<file path="src/rtl/core/dtfp_pkg.sv">
// shared constants and tables for the decimal text to fixed point parser
package dtfp_pkg;

  localparam int unsigned CODE_W  = 21;
  localparam int unsigned VALUE_W = 32;
  localparam int unsigned FRAC_W  = 4;
  localparam int unsigned PDATA_W = 32;
  localparam int unsigned PADDR_W = 3;

  localparam logic [CODE_W-1:0] CH_END   = 21'h00;
  localparam logic [CODE_W-1:0] CH_MINUS = 21'h2D;
  localparam logic [CODE_W-1:0] CH_PLUS  = 21'h2B;
  localparam logic [CODE_W-1:0] CH_POINT = 21'h2E;
  localparam logic [CODE_W-1:0] CH_ZERO  = 21'h30;
  localparam logic [CODE_W-1:0] CH_NINE  = 21'h39;

  // register index, taken from paddr above the byte offset
  localparam logic REG_FRAC_DIGITS = 1'b0;

  localparam logic [63:0] MAG_LIMIT = 64'h0000_0000_7FFF_FFFF;

  // powers of ten for padding missing fractional digits
  localparam logic [63:0] POW10 [16] = '{
    64'd1,
    64'd10,
    64'd100,
    64'd1000,
    64'd10000,
    64'd100000,
    64'd1000000,
    64'd10000000,
    64'd100000000,
    64'd1000000000,
    64'd10000000000,
    64'd100000000000,
    64'd1000000000000,
    64'd10000000000000,
    64'd100000000000000,
    64'd1000000000000000
  };

endpackage

</file>
<file path="src/rtl/core/dtfp_char_if.sv">
// character and result channel interfaces
interface dtfp_char_if import dtfp_pkg::*; ();
  logic              valid;
  logic              ready;
  logic [CODE_W-1:0] char_code;

  modport source (output valid, output char_code, input ready);
  modport sink (input valid, input char_code, output ready);
endinterface

interface dtfp_result_if import dtfp_pkg::*; ();
  logic                      valid;
  logic                      ready;
  logic signed [VALUE_W-1:0] value;
  logic                      overflow;

  modport source (output valid, output value, output overflow, input ready);
  modport sink (input valid, input value, input overflow, output ready);
endinterface

</file>
<file path="src/rtl/core/decimal_text_to_fixed_point.sv">
// decimal text to fixed point parser: one character per beat, one result per string
// throughput: one character beat per cycle unless every stage is full and results stall
// result path: a result passes end capture, partial products of the padding multiply
//   and the final sum, then leaves the output register
// reset: rst is synchronous and active high; it clears the parser, frac_digits and all
//   stage valids; payload registers are not reset
module decimal_text_to_fixed_point import dtfp_pkg::*; #(
  parameter int unsigned ACC_WIDTH = 32
) (
  input  logic                clk,
  input  logic                rst,
  dtfp_char_if.sink           chars,
  dtfp_result_if.source       results,
  input  logic                psel,
  input  logic                penable,
  input  logic                pwrite,
  input  logic [PADDR_W-1:0]  paddr,
  input  logic [PDATA_W-1:0]  pwdata,
  output logic [PDATA_W-1:0]  prdata,
  output logic                pready
);

  // accumulator step is computed wide enough for acc*10+9; overflow compare is
  // done on at most 64 bits of it
  localparam int unsigned NW = ACC_WIDTH + 4;
  localparam int unsigned CW = (NW > 64) ? 64 : NW;
  // magnitude limit is the smaller of 2^31-1 and the accumulator range
  localparam logic [63:0] ACC_MASK = (ACC_WIDTH >= 64) ? ~64'd0 :
                                     ((64'd1 << ACC_WIDTH) - 64'd1);
  localparam logic [63:0] LIMIT = (ACC_MASK < MAG_LIMIT) ? ACC_MASK : MAG_LIMIT;

  // largest accumulator that survives padding by k zeros without overflow
  localparam logic [63:0] THRESH [16] = '{
    LIMIT / 64'd1,
    LIMIT / 64'd10,
    LIMIT / 64'd100,
    LIMIT / 64'd1000,
    LIMIT / 64'd10000,
    LIMIT / 64'd100000,
    LIMIT / 64'd1000000,
    LIMIT / 64'd10000000,
    LIMIT / 64'd100000000,
    LIMIT / 64'd1000000000,
    LIMIT / 64'd10000000000,
    LIMIT / 64'd100000000000,
    LIMIT / 64'd1000000000000,
    LIMIT / 64'd10000000000000,
    LIMIT / 64'd100000000000000,
    LIMIT / 64'd1000000000000000
  };

  // ------------------------------------------------------------------
  // configuration port
  // ------------------------------------------------------------------
  logic [FRAC_W-1:0] frac_digits;
  logic              cfg_write;

  assign pready    = 1'b1;
  assign cfg_write = psel && penable && pwrite && (paddr[2] == REG_FRAC_DIGITS);

  always_ff @(posedge clk) begin
    if (rst) begin
      frac_digits <= '0;
    end else if (cfg_write) begin
      frac_digits <= pwdata[FRAC_W-1:0];
    end
  end

  always_comb begin
    prdata = '0;
    if (paddr[2] == REG_FRAC_DIGITS) begin
      prdata = PDATA_W'(frac_digits);
    end
  end

  // ------------------------------------------------------------------
  // pipeline handshake: each stage moves when the one after it is free
  // ------------------------------------------------------------------
  logic s1_valid;
  logic s2_valid;
  logic out_valid;
  logic out_free;
  logic s2_free;
  logic in_accept;
  logic end_accept;

  assign out_free    = !out_valid || results.ready;
  assign s2_free     = !s2_valid || out_free;
  assign chars.ready = !s1_valid || s2_free;
  assign in_accept   = chars.valid && chars.ready;
  assign end_accept  = in_accept && (chars.char_code == CH_END);

  // ------------------------------------------------------------------
  // parser state, updated on every accepted character beat
  // ------------------------------------------------------------------
  logic [ACC_WIDTH-1:0] acc;
  logic                 point_seen;
  logic [FRAC_W-1:0]    frac_count;
  logic                 stopped;
  logic                 at_first_char;
  logic                 negative;
  logic                 overflowed;

  logic [ACC_WIDTH-1:0] acc_next;
  logic                 point_seen_next;
  logic [FRAC_W-1:0]    frac_count_next;
  logic                 stopped_next;
  logic                 at_first_char_next;
  logic                 negative_next;
  logic                 overflowed_next;

  logic [CODE_W-1:0]    code;
  logic                 is_digit;
  logic                 is_sign;
  logic [NW-1:0]        step;
  logic [63:0]          step64;
  logic [FRAC_W-1:0]    count_inc;

  assign code     = chars.char_code;
  assign is_digit = (code >= CH_ZERO) && (code <= CH_NINE);
  assign is_sign  = (code == CH_MINUS) || (code == CH_PLUS);

  // acc*10 + digit as two shifts and adds
  assign step   = (NW'(acc) << 3) + (NW'(acc) << 1) + NW'(code[3:0]);
  assign step64 = 64'(step[CW-1:0]);

  assign count_inc = (frac_count == {FRAC_W{1'b1}}) ? frac_count : frac_count + 1'b1;

  always_comb begin
    acc_next           = acc;
    point_seen_next    = point_seen;
    frac_count_next    = frac_count;
    stopped_next       = stopped;
    at_first_char_next = 1'b0;
    negative_next      = negative;
    overflowed_next    = overflowed;

    if (code == CH_END) begin
      // end of string: back to the start state
      acc_next           = '0;
      point_seen_next    = 1'b0;
      frac_count_next    = '0;
      stopped_next       = 1'b0;
      at_first_char_next = 1'b1;
      negative_next      = 1'b0;
      overflowed_next    = 1'b0;
    end else if (at_first_char && is_sign) begin
      // leading sign is consumed here and nowhere else
      negative_next = (code == CH_MINUS);
    end else if (!stopped) begin
      if (code == CH_POINT) begin
        if ((frac_digits == '0) || point_seen) begin
          stopped_next = 1'b1;
        end else begin
          point_seen_next = 1'b1;
          frac_count_next = '0;
        end
      end else if (is_digit) begin
        acc_next = step[ACC_WIDTH-1:0];
        if (step64 > LIMIT) begin
          overflowed_next = 1'b1;
        end
        if (point_seen) begin
          frac_count_next = count_inc;
          if (count_inc >= frac_digits) begin
            stopped_next = 1'b1;
          end
        end
      end else begin
        stopped_next = 1'b1;
      end
    end
  end

  always_ff @(posedge clk) begin
    if (rst) begin
      acc           <= '0;
      point_seen    <= 1'b0;
      frac_count    <= '0;
      stopped       <= 1'b0;
      at_first_char <= 1'b1;
      negative      <= 1'b0;
      overflowed    <= 1'b0;
    end else if (in_accept) begin
      acc           <= acc_next;
      point_seen    <= point_seen_next;
      frac_count    <= frac_count_next;
      stopped       <= stopped_next;
      at_first_char <= at_first_char_next;
      negative      <= negative_next;
      overflowed    <= overflowed_next;
    end
  end

  // ------------------------------------------------------------------
  // stage 1: capture the finished accumulator and the padding factor
  // the sign is folded into the factor, so the multiply yields the signed result
  // ------------------------------------------------------------------
  logic [FRAC_W-1:0] done_digits;
  logic [FRAC_W-1:0] pad_count;
  logic [63:0]       pad_factor;
  logic              pad_overflow;

  logic [ACC_WIDTH-1:0] s1_acc;
  logic [63:0]          s1_factor;
  logic                 s1_overflow;

  assign done_digits  = point_seen ? frac_count : '0;
  assign pad_count    = (frac_digits > done_digits) ? (frac_digits - done_digits) : '0;
  assign pad_factor   = negative ? (64'd0 - POW10[pad_count]) : POW10[pad_count];
  // without an earlier overflow the accumulator is within range, so padding
  // overflows exactly when it passes the scaled threshold
  assign pad_overflow = overflowed || (64'(acc) > THRESH[pad_count]);

  always_ff @(posedge clk) begin
    if (rst) begin
      s1_valid <= 1'b0;
    end else if (end_accept) begin
      s1_valid <= 1'b1;
    end else if (s2_free) begin
      s1_valid <= 1'b0;
    end
  end

  always_ff @(posedge clk) begin
    if (end_accept) begin
      s1_acc      <= acc;
      s1_factor   <= pad_factor;
      s1_overflow <= pad_overflow;
    end
  end

  // ------------------------------------------------------------------
  // stage 2: 32x32 partial products of the low 64 bits of acc*factor
  // ------------------------------------------------------------------
  logic [63:0] mul_a;
  logic [63:0] s2_low;
  logic [31:0] s2_mid;
  logic        s2_overflow;

  assign mul_a = 64'(s1_acc);

  always_ff @(posedge clk) begin
    if (rst) begin
      s2_valid <= 1'b0;
    end else if (s1_valid && s2_free) begin
      s2_valid <= 1'b1;
    end else if (out_free) begin
      s2_valid <= 1'b0;
    end
  end

  always_ff @(posedge clk) begin
    if (s1_valid && s2_free) begin
      s2_low      <= mul_a[31:0] * s1_factor[31:0];
      s2_mid      <= 32'(mul_a[63:32] * s1_factor[31:0]) +
                     32'(mul_a[31:0] * s1_factor[63:32]);
      s2_overflow <= s1_overflow;
    end
  end

  // ------------------------------------------------------------------
  // stage 3: sum the partial products, wrap to the accumulator, sign-extend or truncate to 32 bits
  // ------------------------------------------------------------------
  logic [63:0]                 prod;
  logic signed [ACC_WIDTH-1:0] prod_acc;
  logic signed [VALUE_W-1:0]   out_value;
  logic                        out_overflow;

  assign prod     = s2_low + {s2_mid, 32'h0};
  assign prod_acc = signed'(prod[ACC_WIDTH-1:0]);

  always_ff @(posedge clk) begin
    if (rst) begin
      out_valid <= 1'b0;
    end else if (s2_valid && out_free) begin
      out_valid <= 1'b1;
    end else if (results.ready) begin
      out_valid <= 1'b0;
    end
  end

  always_ff @(posedge clk) begin
    if (s2_valid && out_free) begin
      // sign-extends a narrow accumulator, keeps the low bits of a wide one
      out_value    <= VALUE_W'(prod_acc);
      out_overflow <= s2_overflow;
    end
  end

  assign results.valid    = out_valid;
  assign results.value    = out_value;
  assign results.overflow = out_overflow;

endmodule

</file>
<file path="src/flat_wrapper.sv">
// flat-port wrapper written by rule: the top's interface ports become plain ports
module decimal_text_to_fixed_point_flat import dtfp_pkg::*;
#(
  parameter int unsigned ACC_WIDTH = 32
)
  (clk, rst, psel, penable, pwrite, paddr, pwdata, prdata, pready, chars_valid, chars_char_code, chars_ready, results_valid, results_value, results_overflow, results_ready);
  dtfp_char_if chars_i ();
  dtfp_result_if results_i ();
  input  logic clk;
  input  logic rst;
  input  logic psel;
  input  logic penable;
  input  logic pwrite;
  input  logic [PADDR_W-1:0] paddr;
  input  logic [PDATA_W-1:0] pwdata;
  output logic [PDATA_W-1:0] prdata;
  output logic pready;
  input wire logic [$bits(chars_i.valid)-1:0] chars_valid;
  input wire logic [$bits(chars_i.char_code)-1:0] chars_char_code;
  output wire logic [$bits(chars_i.ready)-1:0] chars_ready;
  output wire logic [$bits(results_i.valid)-1:0] results_valid;
  output wire logic [$bits(results_i.value)-1:0] results_value;
  output wire logic [$bits(results_i.overflow)-1:0] results_overflow;
  input wire logic [$bits(results_i.ready)-1:0] results_ready;
  assign chars_i.valid = chars_valid;
  assign chars_i.char_code = chars_char_code;
  assign chars_ready = chars_i.ready;
  assign results_valid = results_i.valid;
  assign results_value = results_i.value;
  assign results_overflow = results_i.overflow;
  assign results_i.ready = results_ready;
  decimal_text_to_fixed_point #(.ACC_WIDTH(ACC_WIDTH)) u_core (.clk(clk), .rst(rst), .chars(chars_i), .results(results_i), .psel(psel), .penable(penable), .pwrite(pwrite), .paddr(paddr), .pwdata(pwdata), .prdata(prdata), .pready(pready));
endmodule
</file>
<file path="config.mk">
export PLATFORM = sky130hd
export DESIGN_NAME = decimal_text_to_fixed_point_flat
export DESIGN_NICKNAME = d
export VERILOG_FILES = /design/src/rtl/core/dtfp_pkg.sv /design/src/rtl/core/dtfp_char_if.sv /design/src/rtl/core/decimal_text_to_fixed_point.sv /design/src/flat_wrapper.sv
export SDC_FILE = /design/constraint.sdc
export NUM_CORES = 2
export LEC_CHECK = 0
export ABC_AREA = 1
export BUFFER_PORTS_ARGS = -buffer_cell sky130_fd_sc_hd__buf_2
export CORE_AREA = 2 2 221 223
export CTS_CLUSTER_DIAMETER = 100
export DETAILED_ROUTE_END_ITERATION = 10
export DIE_AREA = 0 0 223 225
export PLACE_DENSITY = 0.77
export SLEW_MARGIN = 20
export SYNTH_ARGS = -nofsm -noshare
export SYNTH_HDL_FRONTEND = slang
export SYNTH_SLANG_ARGS = --single-unit
</file>
<file path="constraint.sdc">
create_clock -name clk -period 7.5 [get_ports clk]
set_input_delay 1.5 -clock clk [delete_from_list [all_inputs] [get_ports clk]]
set_output_delay 1.5 -clock clk [all_outputs]
set_load 0.02 [all_outputs]
</file>
==> results.json <==
{
  "outcome": "finished, final reports clean",
  "post_synth_num_cell_types": 53,
  "grt_setup_unrepaired": "false",
  "p_per_area_nw_per_um2": 68.2,
  "port_buffers": 71,
  "setup_tns_ps": 0,
  "synth.yosys.warnings": 0,
  "nFillCells": 4026,
  "edff_count_synth": 131,
  "grt_max_degree": 65,
  "design.portCount": 131,
  "synth.yosys.seq_area_share_pct": 17.2,
  "post_drt_wl_per_cell_um": 15.9,
  "layout.area.seq_um2": 4890,
  "flow.area_growth_from_synthesis_pct": 6.54,
  "net-switching-power_uw": 516,
  "htree_levels": 4,
  "multi_input_area_um2": 19200,
  "floorplan.initialDensity_pct": 59.7,
  "cts_buffers": 17,
  "grt_util_all_layers_pct": 29.2,
  "die_width_um": 223,
  "number_of_global_route_vias_before_repair": 23100,
  "tritoncts_num_sinks": 179,
  "power.share.switching_pct": 25.0,
  "synth_flop_cell": "sky130_fd_sc_hd__edfxtp_1",
  "r2r_cells": 27,
  "critPathTopFamily": "adder cells",
  "place.gp.congestion": 0.938,
  "static-leakage-power_uw": 0.0176,
  "timing.final.hold_violations": 0,
  "max_cap_viol_count": 0,
  "crit-reg2reg-launch": "u_core.s1_acc[14]$_DFFE_PP_",
  "critPathMaxStageDelay_ps": 550,
  "finalClockSkew_ps": 17.0,
  "synth.ff_latch_count": 179,
  "fraction_of_registers_with_async_set_or_reset_after_synthesis_pct": 0,
  "worstHoldPathCells": 0,
  "critPathCaptureType": "flop",
  "clock.fmax_ghz": 0.140,
  "via_count": 22600,
  "max_slew.worst_pin.slew_ps": 986,
  "grt_overflow": 0,
  "setup_violations": 0,
  "crit_arrival_ps": 7370,
  "antenna_found_initial": 1,
  "design.die.area_um2": 50200,
  "final_max_slew_viol_count": 0,
  "r2r_setup_slack_ps": 360,
  "p_int_uw": 1550,
  "cp.buffers_inverters": 9,
  "startpoint_type": "flop",
  "detailed_route_iter0_violations": 1671,
  "firstDrtPassIters": 5,
  "final_min_period_over_clock_period_pct": 95.2,
  "netlist.top_cell.by_area": "sky130_fd_sc_hd__fa_1",
  "antenna-diode-count": 0,
  "viasPerCell": 5.19,
  "worstHoldPathType": "flop to flop",
  "clock-root-buffer": "sky130_fd_sc_hd__clkbuf_16",
  "layout.nets": 4443,
  "cts_max_path_buffers": 2,
  "global_route_wire_length_before_repair_mm": 115,
  "synth_top_area_share_pct": 29.0,
  "row_count": 80,
  "dpl.hpwl_mm": 56.4,
  "worst-path-max-fanout": 14,
  "power_frac_comb_pct": 5.7,
  "timing.rr.end": "u_core.s2_low[31]$_DFFE_PP_",
  "avgSynthCellArea_um2": 7.71,
  "post-route-util_pct": 63.7,
  "critPathRequiredTime_ps": 7720,
  "path_common_cell": "sky130_fd_sc_hd__fa_1",
  "hold_path_end": "u_core.results.value[15]$_DFFE_PP_",
  "mappedNetlistArea_um2": 28400,
  "cpMaxStageDelayCell": "sky130_fd_sc_hd__fa_1",
  "worst_skew_pair.late_latency_ps": 470,
  "hold_ws_ps": 421,
  "worst_path_clk_slew_ps": 80,
  "ys_top_cells_by_area": "sky130_fd_sc_hd__fa_1 29%, sky130_fd_sc_hd__nand2_1 14%, sky130_fd_sc_hd__edfxtp_1 14%, sky130_fd_sc_hd__inv_1 13%, sky130_fd_sc_hd__ha_1 10%",
  "holdCritStartpoint": "u_core.s2_low[15]$_DFFE_PP_",
  "route.detailed.drc": 0,
  "core_region_area_um2": 47500,
  "synthesized_netlist_cell_count": 3683,
  "postRouteAntennaNets": 0,
  "final_period_minus_worst_setup_slack_ps": 7140,
  "max-slew-margin-rel_pct": 34.1,
  "peakVddDrop_v": 0.000137,
  "fp.dieH_um": 225,
  "layout-drive-gt1-share_pct": 6.75,
  "pwr-share-clk_pct": 43.4,
  "classification_of_the_worst_setup_path": "flop to flop",
  "totalWireLength_mm": 69.4,
  "cts_tree": "done",
  "power.sequential.fraction_pct": 50.9
}
-- cells by family after synthesis --
group	after synthesis	synth area share (%)
XOR/XNOR	74	2.28
AO/OA/AOI/OAI	214	4.18
buffers and inverters	1132	15.6
flip-flops	179	17.2
other	2	0.0264
adder cells (fa/ha/maj)	647	39.4
AND/OR/NAND/NOR	1435	21.3
-- final cells by class --
class / count / share of cell area (%)
Timing Repair Buffer: 159 / 3.77
Inverter: 977 / 12.1
Clock buffer: 20 / 1.55
Clock inverter: 12 / 0.364
Multi-Input combinational cell: 2399 / 63.5
Sequential cell: 179 / 16.2
Tap cell: 615 / 2.54
-- registers in the layout, summed over array words and instances (netlist names) --
name,cells
u_core.s1_overflow,1
u_core.results.overflow,1
u_core.at_first_char,1
u_core.negative,1
u_core.frac_count,4
u_core.frac_digits,4
u_core.s2_valid,1
u_core.results.value,32
u_core.s2_overflow,1
u_core.stopped,1
u_core.acc,32
u_core.results.valid,1
u_core.overflowed,1
u_core.s1_factor,32
u_core.s1_valid,1
u_core.s2_low,32
u_core.s1_acc,32
u_core.point_seen,1
-- cells in the final DEF (no fill, tap or decap), drive strengths merged, types with 30 or more instances in the layout --
master and n:
buf 159, o21ai 48, edfxtp 131, a21oi 120
dfxtp 48, nor3 30, nand3 129, nand2 1098
inv 983, ha 236, xor2 45, nor2 125
fa 411
-- metal layers --
metal  GRT usage, %  up-vias  share of wire [%]
met4           14.4        0                4.9
met5              0        -                  0
li1               -    10900                  -
met2           50.8      801                 49
met3           4.13      164                6.4
met1           35.6    10700                 40
-- power groups by stage --
stage	registers, µW	clock network, µW	logic [µW]
6_report	1050	896	117
5_1_grt	1050	951	128
4_1_cts	1050	908	115
3_5_place_dp	1070	0	115
3_3_place_gp	1070	0	114
2_1_floorplan	1070	0	99.6
-- Yosys cell counts (3+ instances only) --
cell and count:
sky130_fd_sc_hd__a211oi_1 3, sky130_fd_sc_hd__nand2_1 1080, sky130_fd_sc_hd__fa_1 411, sky130_fd_sc_hd__o21ai_1 5, sky130_fd_sc_hd__nor2_4 5, sky130_fd_sc_hd__nand3_1 112
sky130_fd_sc_hd__dfxtp_1 48, sky130_fd_sc_hd__nor4_1 6, sky130_fd_sc_hd__inv_2 5, sky130_fd_sc_hd__nor2_8 3, sky130_fd_sc_hd__xor2_1 45, sky130_fd_sc_hd__clkbuf_1 107
sky130_fd_sc_hd__nand2_4 7, sky130_fd_sc_hd__nand3_2 13, sky130_fd_sc_hd__a21o_1 6, sky130_fd_sc_hd__buf_1 12, sky130_fd_sc_hd__buf_4 29, sky130_fd_sc_hd__a21oi_1 120
sky130_fd_sc_hd__ha_1 236, sky130_fd_sc_hd__nand3_4 4, sky130_fd_sc_hd__or2_2 5, sky130_fd_sc_hd__a31oi_1 9, sky130_fd_sc_hd__edfxtp_1 131, sky130_fd_sc_hd__nand2_2 10
sky130_fd_sc_hd__o21ai_0 41, sky130_fd_sc_hd__nor2_2 3, sky130_fd_sc_hd__xnor2_1 29, sky130_fd_sc_hd__o21a_1 3, sky130_fd_sc_hd__o211ai_1 6, sky130_fd_sc_hd__buf_6 5
sky130_fd_sc_hd__nand3b_1 12, sky130_fd_sc_hd__inv_1 970, sky130_fd_sc_hd__o21bai_1 11, sky130_fd_sc_hd__nand4_1 24, sky130_fd_sc_hd__nor3_1 29, sky130_fd_sc_hd__and3_1 3
sky130_fd_sc_hd__nor2_1 114
-- stage by stage --
step	instances	instance area [µm²]	setup WS [ps]	total power, µW
6_report	4361	30300	357	2060
5_1_grt	4361	30300	36.7	2130
4_1_cts	4355	30200	363	2070
3_5_place_dp	4323	29600	365	1190
3_3_place_gp	4323	29600	463	1190
2_1_floorplan	3710	28500	744	1170
-- worst reg2reg max path: stages, from the launching register on --
cell and delay, ps:
sky130_fd_sc_hd__edfxtp_1 510, sky130_fd_sc_hd__buf_4 250, sky130_fd_sc_hd__nand2_1 100, sky130_fd_sc_hd__inv_1 60, sky130_fd_sc_hd__fa_1 530, sky130_fd_sc_hd__fa_1 450, sky130_fd_sc_hd__fa_1 510, sky130_fd_sc_hd__inv_1 50
sky130_fd_sc_hd__fa_1 520, sky130_fd_sc_hd__inv_1 60, sky130_fd_sc_hd__fa_1 530, sky130_fd_sc_hd__fa_1 450, sky130_fd_sc_hd__fa_1 550, sky130_fd_sc_hd__inv_1 60, sky130_fd_sc_hd__fa_1 540, sky130_fd_sc_hd__inv_1 50
sky130_fd_sc_hd__ha_1 360, sky130_fd_sc_hd__nand2_1 120, sky130_fd_sc_hd__inv_1 40, sky130_fd_sc_hd__nand2_1 90, sky130_fd_sc_hd__inv_1 50, sky130_fd_sc_hd__a21oi_1 140, sky130_fd_sc_hd__buf_4 150, sky130_fd_sc_hd__nor2_1 40
sky130_fd_sc_hd__a211oi_1 160, sky130_fd_sc_hd__nand2_1 270, sky130_fd_sc_hd__nand3_1 170, sky130_fd_sc_hd__nand2_1 70
-- timing repair --
item,CTS,global route
buffers inserted,0,6
endpoints found under the setup margin,0,4
resized for setup,0,1
hold buffers,0,0
-- how the worst max path moves through the flow --
| stage | start | end | cells past startpoint |
|---|---|---|---|
| final | u_core.s1_acc[14]$_DFFE_PP_ | u_core.s2_low[31]$_DFFE_PP_ | 27 |
| after global routing | u_core.s1_factor[16]$_DFFE_PP_ | u_core.s2_low[31]$_DFFE_PP_ | 23 |
| after CTS | u_core.s1_acc[17]$_DFFE_PP_ | u_core.s2_low[31]$_DFFE_PP_ | 25 |
| after detailed placement | u_core.s1_acc[17]$_DFFE_PP_ | u_core.s2_low[31]$_DFFE_PP_ | 25 |
| after global placement | u_core.s1_acc[14]$_DFFE_PP_ | u_core.s2_low[31]$_DFFE_PP_ | 26 |
| after floorplan | u_core.s1_factor[6]$_DFFE_PP_ | u_core.s2_low[26]$_DFFE_PP_ | 29 |
Note: power is estimated with default switching activity, not from simulation.
